`config.mk`:
```
export PLATFORM = sky130hd
export DESIGN_NAME = mtg_cmdq
export DESIGN_NICKNAME = d
export VERILOG_FILES = /design/src/hdl/mtg_pkg.sv /design/src/hdl/mtg_cmdq.sv
export SDC_FILE = /design/constraint.sdc
export NUM_CORES = 1
export LEC_CHECK = 0
export BUFFER_PORTS_ARGS = -buffer_cell sky130_fd_sc_hd__buf_2
export CAP_MARGIN = 40
export CORE_MARGIN = 5
export CORE_UTILIZATION = 30
export CTS_CLUSTER_DIAMETER = 200
export DETAILED_ROUTE_END_ITERATION = 6
export GPL_TIMING_DRIVEN = 0
export HOLD_SLACK_MARGIN = 0.05
export PLACE_DENSITY = 0.52
export SLEW_MARGIN = 20
export SYNTH_ARGS = -nofsm -noshare
export SYNTH_HDL_FRONTEND = slang
export SYNTH_SLANG_ARGS = --single-unit
```
`constraint.sdc`:
```
create_clock -name clk -period 2.57 [get_ports clk]
set_input_delay 0.514 -clock clk [delete_from_list [all_inputs] [get_ports clk]]
set_output_delay 0.514 -clock clk [all_outputs]
set_load 0.005 [all_outputs]
```
`src/hdl/mtg_pkg.sv`:
```
package mtg_pkg;

  localparam int INSTANCES     = 4;
  localparam int STATE_WORDS   = 624;
  localparam int MAX_KEY_WORDS = 16;
  localparam int SHIFT_M       = 397;

  localparam int ADDR_W     = $clog2(INSTANCES * STATE_WORDS);
  localparam int IDX_W      = 10;
  localparam int INST_W     = 2;
  localparam int KEY_IDX_W  = (MAX_KEY_WORDS > 1) ? $clog2(MAX_KEY_WORDS) : 1;
  localparam int KEY_CNT_W  = $clog2(MAX_KEY_WORDS + 1);
  localparam int CMDQ_DEPTH = 4;
  localparam int CMDQ_PTR_W = $clog2(CMDQ_DEPTH);
  localparam int CMDQ_CNT_W = $clog2(CMDQ_DEPTH + 1);

  localparam logic [1:0] OP_SEED = 2'd0;
  localparam logic [1:0] OP_KEY  = 2'd1;
  localparam logic [1:0] OP_GEN  = 2'd2;

  localparam logic [31:0] TWIST_A      = 32'h9908b0df;
  localparam logic [31:0] TEMPER_B     = 32'h9d2c5680;
  localparam logic [31:0] TEMPER_C     = 32'hefc60000;
  localparam logic [31:0] SEED_MULT    = 32'd1812433253;
  localparam logic [31:0] KEY_MULT1    = 32'd1664525;
  localparam logic [31:0] KEY_MULT2    = 32'd1566083941;
  localparam logic [31:0] KEY_SEED     = 32'd19650218;
  localparam logic [31:0] DEFAULT_SEED = 32'd5489;
  localparam logic [31:0] HI_BIT       = 32'h80000000;
  localparam logic [31:0] LO_BITS      = 32'h7fffffff;

  localparam logic [IDX_W-1:0] IDX_SPENT    = IDX_W'(STATE_WORDS);
  localparam logic [IDX_W-1:0] IDX_UNSEEDED = IDX_W'(STATE_WORDS + 1);
  localparam logic [IDX_W-1:0] LAST_WORD    = IDX_W'(STATE_WORDS - 1);
  localparam logic [IDX_W-1:0] FAR_SPLIT    = IDX_W'(STATE_WORDS - SHIFT_M);

  typedef struct packed {
    logic [1:0]        opcode;
    logic [INST_W-1:0] inst;
    logic [31:0]       value;
    logic              key_last;
  } cmd_t;

  function automatic logic [31:0] temper(input logic [31:0] x);
    logic [31:0] y;
    y = x;
    y = y ^ (y >> 11);
    y = y ^ ((y << 7) & TEMPER_B);
    y = y ^ ((y << 15) & TEMPER_C);
    y = y ^ (y >> 18);
    return y;
  endfunction

  function automatic logic [31:0] twist_one(input logic [31:0] cur, input logic [31:0] nxt,
                                            input logic [31:0] far);
    logic [31:0] y;
    y = (cur & HI_BIT) | (nxt & LO_BITS);
    return far ^ (y >> 1) ^ (y[0] ? TWIST_A : 32'd0);
  endfunction

  function automatic logic [ADDR_W-1:0] word_addr(input logic [INST_W-1:0] inst,
                                                  input logic [IDX_W-1:0] off);
    return ADDR_W'(int'(inst) * STATE_WORDS + int'(off));
  endfunction

endpackage

```
`src/hdl/mtg_cmdq.sv`:
```
module mtg_cmdq
  import mtg_pkg::*;
(
  input  logic clk,
  input  logic rst_n,
  input  logic push,
  input  cmd_t push_cmd,
  output logic full,
  input  logic pop,
  output logic empty,
  output cmd_t head
);

  cmd_t                  slot_r [CMDQ_DEPTH];
  logic [CMDQ_PTR_W-1:0] wp_r, rp_r;
  logic [CMDQ_CNT_W-1:0] cnt_r;
  logic                  do_push, do_pop;

  assign full    = (cnt_r == CMDQ_CNT_W'(CMDQ_DEPTH));
  assign empty   = (cnt_r == '0);
  assign head    = slot_r[rp_r];
  assign do_push = push && !full;
  assign do_pop  = pop && !empty;

  always_ff @(posedge clk) begin
    if (!rst_n) begin
      wp_r  <= '0;
      rp_r  <= '0;
      cnt_r <= '0;
    end else begin
      if (do_push) begin
        wp_r <= wp_r + 1'b1;
      end
      if (do_pop) begin
        rp_r <= rp_r + 1'b1;
      end
      if (do_push && !do_pop) begin
        cnt_r <= cnt_r + 1'b1;
      end else if (do_pop && !do_push) begin
        cnt_r <= cnt_r - 1'b1;
      end
    end
  end

  always_ff @(posedge clk) begin
    if (do_push) begin
      slot_r[wp_r] <= push_cmd;
    end
  end

endmodule

```
# Word level (Yosys, flattened, before mapping)
# Memory sizes are Yosys's and may differ from the RTL's. A register that Yosys moved wholly into a read port is not among the register bits.
# Cells that the tools add are included.
# W data, S select, Z words.
classes:
  add_sub_neg: 4
  n_eq_ne: 1
  n_mux: 6
  n_reduce_logical: 10
op_table:
  columns: ["op", "n"]
  rows:
  - ["$mux W3", 2]
  - ["$add A2 B1 Y2 const B", 2]
  - ["$logic_and A1 B1 Y1", 4]
  - ["$logic_not A1 Y1", 4]
  - ["$mux W2", 2]
  - ["$add A3 B1 Y3 const B", 1]
  - ["$eq A3 B3 Y1 const B", 1]
  - ["$logic_not A3 Y1", 1]
  - ["$sub A3 B1 Y3 const B", 1]
  - ["$mux W1", 2]
  - ["$reduce_bool A2 Y1", 1]
word_totals:
  reg_bits: 7
  ram_bits: 148
  inputBits: 41
  out_inout_bits: 39
  elab_cells: 25
  n_memories: 1
memory_table:
  columns: ["name", "depth", "word_bits", "rd", "rd_ports_with_merged_regs", "wr", "line_no", "rtl"]
  rows:
  - ["slot_r", 4, 37, 1, 1, 1, "mtg_cmdq.sv:14", "cmd_t slot_r [CMDQ_DEPTH];"]

# Longest topological paths before layout
logic_depth:
  depth_word: 7
  ltp_mapped: 9
  mapped_depth_nobuf: 8

# Worst setup path after synthesis
# Ideal clock, no wire load.
synth_path:
  kind: "reg-to-reg"
  start: "reg cnt_r[0]"
  end: "mem slot_r[0][0] (netlist name) (enable)"
  setup_ns: 0.398
  t_arrival_ns: 1.724
  required_time_ns: 2.172
  slack_ns: 0.448
  stages_incl_launch_ff: 5
  n_path_buf: 1
  synth_period_minus_slack_ns: 2.122
  path_cell_list: "dfxtp_1 -> nor3b_2 -> nor2b_1 -> buf_2 -> and2_1"
synth_via:
  elab_chain_cells: 5
synth_rtl:
  columns: ["element", "line_no", "rtl"]
  rows:
  - ["start, declared", "mtg_cmdq.sv:16", "logic [CMDQ_CNT_W-1:0] cnt_r;"]
  - ["start signal, assigned", "mtg_cmdq.sv:38", "cnt_r <= cnt_r + 1'b1;"]
  - ["start signal, assigned", "mtg_cmdq.sv:40", "cnt_r <= cnt_r - 1'b1;"]
  - ["$eq A3 B3 Y1", "mtg_cmdq.sv:19", "assign full = (cnt_r == CMDQ_CNT_W'(CMDQ_DEPTH));"]
  - ["named net full", "mtg_cmdq.sv:8", "output logic full,"]
  - ["$logic_not A1 Y1", "mtg_cmdq.sv:22", "assign do_push = push && !full;"]
  - ["$logic_and A1 B1 Y1", "mtg_cmdq.sv:22", null]
  - ["named net do_push", "mtg_cmdq.sv:17", "logic do_push, do_pop;"]
  - ["$mux W1", "mtg_cmdq.sv:46", "if (do_push) begin"]
  - ["$mux W1 (implied by the code)", "mtg_cmdq.sv:47", "slot_r[wp_r] <= push_cmd;"]
  - ["end, declared", "mtg_cmdq.sv:14", null]
# The timed path passes the listed nets, and every way through them passes these cells.

==> PnR_summary.wiki <==
{| class="wikitable"
! Metric !! Value
|-
| Cell family contributing the most delay on the critical path || buffers and inverters
|-
| Fillers || 1,808
|-
| Insertion delay of the later-clocked pin in the worst-skew pair || 410 ps
|-
| Area used by sequential logic in the layout || 4620 um^2
|-
| Gr ovfl total || 0
|-
| Critical path start-end classification || flop to output pin
|-
| Yosys reg bits || 157
|-
| Vertical extent of the die || 150 um
|-
| Number of maximum-capacitance constraint violations || 0
|-
| Number of rows in the core area || 51
|-
| All-layer global routing usage || 0.103
|-
| First drt pass iteration count || 4
|-
| Cell leakage power || 2.40 nW
|-
| Total wire length after detailed routing || 10.8 mm
|-
| Type of origin of the critical path || flop
|-
| Slew of the pin with the lowest slew margin || 623 ps
|-
| Initial antenna violation count || 1
|-
| Starting DRC count in detailed routing || 90
|-
| Resize count post-CTS || 0
|-
| WHS || 314 ps
|-
| Endpoint arrival time on the critical path || 1880 ps
|-
| Clk slew on worst S/H paths || 60 ps
|-
| Wirelength per Cell || 17.5 um
|-
| Post-route clock period utilization || 0.932
|-
| Pins Over Slew Limit || 0
|-
| DPL Wire Length || 6.46 mm
|-
| # diodes || 0
|-
| Mean Syn Cell Area || 24.3 um^2
|-
| Design Power || 0.00705 W
|-
| Library cell occupying the most area in the post-synthesis netlist || sky130_fd_sc_hd__edfxtp_1
|-
| Number of nets still failing antenna checks after routing || 0
|-
| RSZ-0062 raised after global routing || false
|-
| Crit path cell chain || clkbuf_2, buf_2, mux4_2, buf_2
|-
| Setup repair bufs after CTS || 0
|-
| Warnings, synthesis || 0
|-
| Area growth syn-to-layout || 21.7%
|-
| Pin count of the biggest net entering global routing || 38
|-
| Vias in the first global route || 2,993
|-
| Ratio of total power to cell area || 987 nW/um^2
|-
| Critical-path maximum fanout || 10
|-
| Share of cells above drive strength 1 || 0.442
|-
| Number of remaining DRC errors || 0
|-
| Number of endpoints failing setup at the final stage || 0
|-
| Starting density of the core || 0.303
|-
| Cells after synthesis || 241
|-
| VDD IR max || 0.000426 V
|-
| CTS hold repair buffers || 0
|-
| CP dominant cell by count || sky130_fd_sc_hd__buf_2
|-
| Worst-case headroom to the max-slew limit || 0.585
|-
| Slowest cell on the critical path || sky130_fd_sc_hd__buf_2
|-
| Die span in x || 150 um
|-
| Count of buffer and inverter cells on the critical path || 3
|-
| CTS tree || yes
|-
| Wire length of the first global-routing pass || 17.0 mm
|-
| Largest incremental delay on the critical path || 370 ps
|-
| Placed Instance Area || 6600 um^2
|-
| Post-route cell area || 7140 um^2
|-
| Routed via count divided by cell count || 4.29
|-
| I/O pins || 80
|-
| Number of levels the H-tree was split into || 4
|-
| Minimum clock period || 2400 ps
|-
| Count of distinct cell types in the synthesized netlist || 25
|-
| Netlist Area Pre-Place || 5860 um^2
|-
| Count of port buffers added during placement || 78
|-
| Overall die area || 22,400 um^2
|-
| CP required || 2060 ps
|-
| Placer congestion estimate || 0.655
|-
| Outcome || completed
|-
| Multi-input combinational cell area || 1140 um^2
|-
| Post-layout nets || 385
|-
| Clock tree root driver cell || sky130_fd_sc_hd__clkbuf_16
|-
| Hold crit path type || primary input to flop
|-
| Top-area cell type share of the netlist area || 0.758
|-
| Largest cells by area after synthesis || sky130_fd_sc_hd__edfxtp_1, sky130_fd_sc_hd__mux4_2, sky130_fd_sc_hd__dfxtp_1
|-
| Final clock skew || 9.42 ps
|-
| Maximum achievable frequency || 0.417 GHz
|-
| CTS Buffer Depth || 2
|-
| Post-synthesis sequential area ratio || 0.789
|-
| Net Count, Synth || 288
|-
| Core ar. || 19,300 um^2
|-
| CTS Buf Count || 17
|-
| Hold Fails Final Rpt || 0
|-
| Via count of the routed design || 2,640
|-
| Sinks on Clock Net || 157
|-
| Type of element capturing the critical path || output pin
|}
## where the power goes
part           switching (W)  total [W]  internal, W
Sequential         0.0000898    0.00320      0.00311
Combinational       0.000730    0.00158     0.000845
Clock               0.000951    0.00227      0.00132
## placed cells by master (no fill, tap or decap)
master,instances
sky130_fd_sc_hd__o31ai_2,1
sky130_fd_sc_hd__mux4_1,3
sky130_fd_sc_hd__mux4_2,34
sky130_fd_sc_hd__nor3_1,1
sky130_fd_sc_hd__clkbuf_8,1
sky130_fd_sc_hd__nor3b_2,1
sky130_fd_sc_hd__clkinvlp_4,3
sky130_fd_sc_hd__buf_12,3
sky130_fd_sc_hd__clkinv_4,2
sky130_fd_sc_hd__inv_6,1
sky130_fd_sc_hd__nand2_1,4
sky130_fd_sc_hd__a21boi_0,1
sky130_fd_sc_hd__buf_6,1
sky130_fd_sc_hd__edfxtp_1,148
sky130_fd_sc_hd__or3_1,1
sky130_fd_sc_hd__fa_1,1
sky130_fd_sc_hd__and2_1,4
sky130_fd_sc_hd__and2_4,4
sky130_fd_sc_hd__clkbuf_2,1
sky130_fd_sc_hd__mux2i_1,3
sky130_fd_sc_hd__nor2b_1,2
sky130_fd_sc_hd__ha_1,5
sky130_fd_sc_hd__xor2_1,1
sky130_fd_sc_hd__o311ai_1,1
sky130_fd_sc_hd__clkbuf_1,5
sky130_fd_sc_hd__clkinv_2,3
sky130_fd_sc_hd__dfxtp_1,9
sky130_fd_sc_hd__inv_1,3
sky130_fd_sc_hd__buf_2,82
sky130_fd_sc_hd__o21ai_0,1
sky130_fd_sc_hd__clkbuf_16,18
sky130_fd_sc_hd__xnor2_1,3
## area by class of cell
type	count	share of cell area
Sequential cell	157	0.648
Multi-Input combinational cell	71	0.159
Clock buffer	23	0.0671
Timing Repair Buffer	78	0.0547
Tap cell	265	0.0465
Buffer	10	0.0140
Clock inverter	9	0.00894
Inverter	3	0.00158
## synth_stat cells
| library cell | instances |
|---|---|
| sky130_fd_sc_hd__buf_6 | 1 |
| sky130_fd_sc_hd__buf_12 | 3 |
| sky130_fd_sc_hd__xnor2_1 | 3 |
| sky130_fd_sc_hd__mux4_1 | 3 |
| sky130_fd_sc_hd__edfxtp_1 | 148 |
| sky130_fd_sc_hd__inv_1 | 3 |
| sky130_fd_sc_hd__fa_1 | 1 |
| sky130_fd_sc_hd__nor2b_1 | 2 |
| sky130_fd_sc_hd__clkbuf_2 | 1 |
| sky130_fd_sc_hd__dfxtp_1 | 9 |
| sky130_fd_sc_hd__nor3b_2 | 1 |
| sky130_fd_sc_hd__o31ai_2 | 1 |
| sky130_fd_sc_hd__xor2_1 | 1 |
| sky130_fd_sc_hd__ha_1 | 5 |
| sky130_fd_sc_hd__a21boi_0 | 1 |
| sky130_fd_sc_hd__nor3_1 | 1 |
| sky130_fd_sc_hd__nand2_1 | 4 |
| sky130_fd_sc_hd__mux2i_1 | 3 |
| sky130_fd_sc_hd__buf_2 | 4 |
| sky130_fd_sc_hd__or3_1 | 1 |
| sky130_fd_sc_hd__clkbuf_1 | 1 |
| sky130_fd_sc_hd__o21ai_0 | 1 |
| sky130_fd_sc_hd__o311ai_1 | 1 |
| sky130_fd_sc_hd__mux4_2 | 34 |
| sky130_fd_sc_hd__and2_1 | 8 |
## sequential cells by signal, summed over array words and instances, names as in the netlist, named ones only
name	count
slot_r	148
wp_r	2
cnt_r	3
rp_r	2
## metrics by stage
stage / TNS [ps] / util / setup slack [ps] / std cells
4_1_cts: 0 / 0.369 / 86.6 / 616
2_1_floorplan: 0 / - / 448 / 241
6_report: 0 / 0.369 / 174 / 616
3_5_place_dp: 0 / 0.341 / 273 / 584
5_1_grt: 0 / 0.369 / 28.5 / 616
3_3_place_gp: -73880 / 0.341 / -508 / 584
## metal layers
metal | track usage | part of all wire | vias up
met3 | 0.0424 | 0.060 | 14
met4 | 0.0380 | 0.014 | 2
met2 | 0.175 | 0.51 | 62
li1 | - | - | 1209
met5 | 0 | 0.00065 | -
met1 | 0.118 | 0.42 | 1353
## logic make-up (layout without fill, tap and decap cells)
family                   after synthesis  count (layout)  synth area share
flip-flops                           157             157             0.789
multiplexers                          40              40             0.149
AND/OR/NAND/NOR                       17              17            0.0173
buffers and inverters                 13             123            0.0190
adder cells (fa/ha/maj)                6               6            0.0141
AO/OA/AOI/OAI                          4               4           0.00576
XOR/XNOR                               4               4           0.00598
## path summary, 6_finish.rpt
check        slack [ps]  depth (start not counted)   startpoint      endpoint
min                 310                          1  push_cmd[9]  slot_r[2][9]
max reg2reg         310                          9     cnt_r[0]      cnt_r[2]
max                 170                          4         flop      head[23]
min reg2reg         500                          2      wp_r[0]       wp_r[0]
Note: power is estimated with default switching activity, not from simulation.
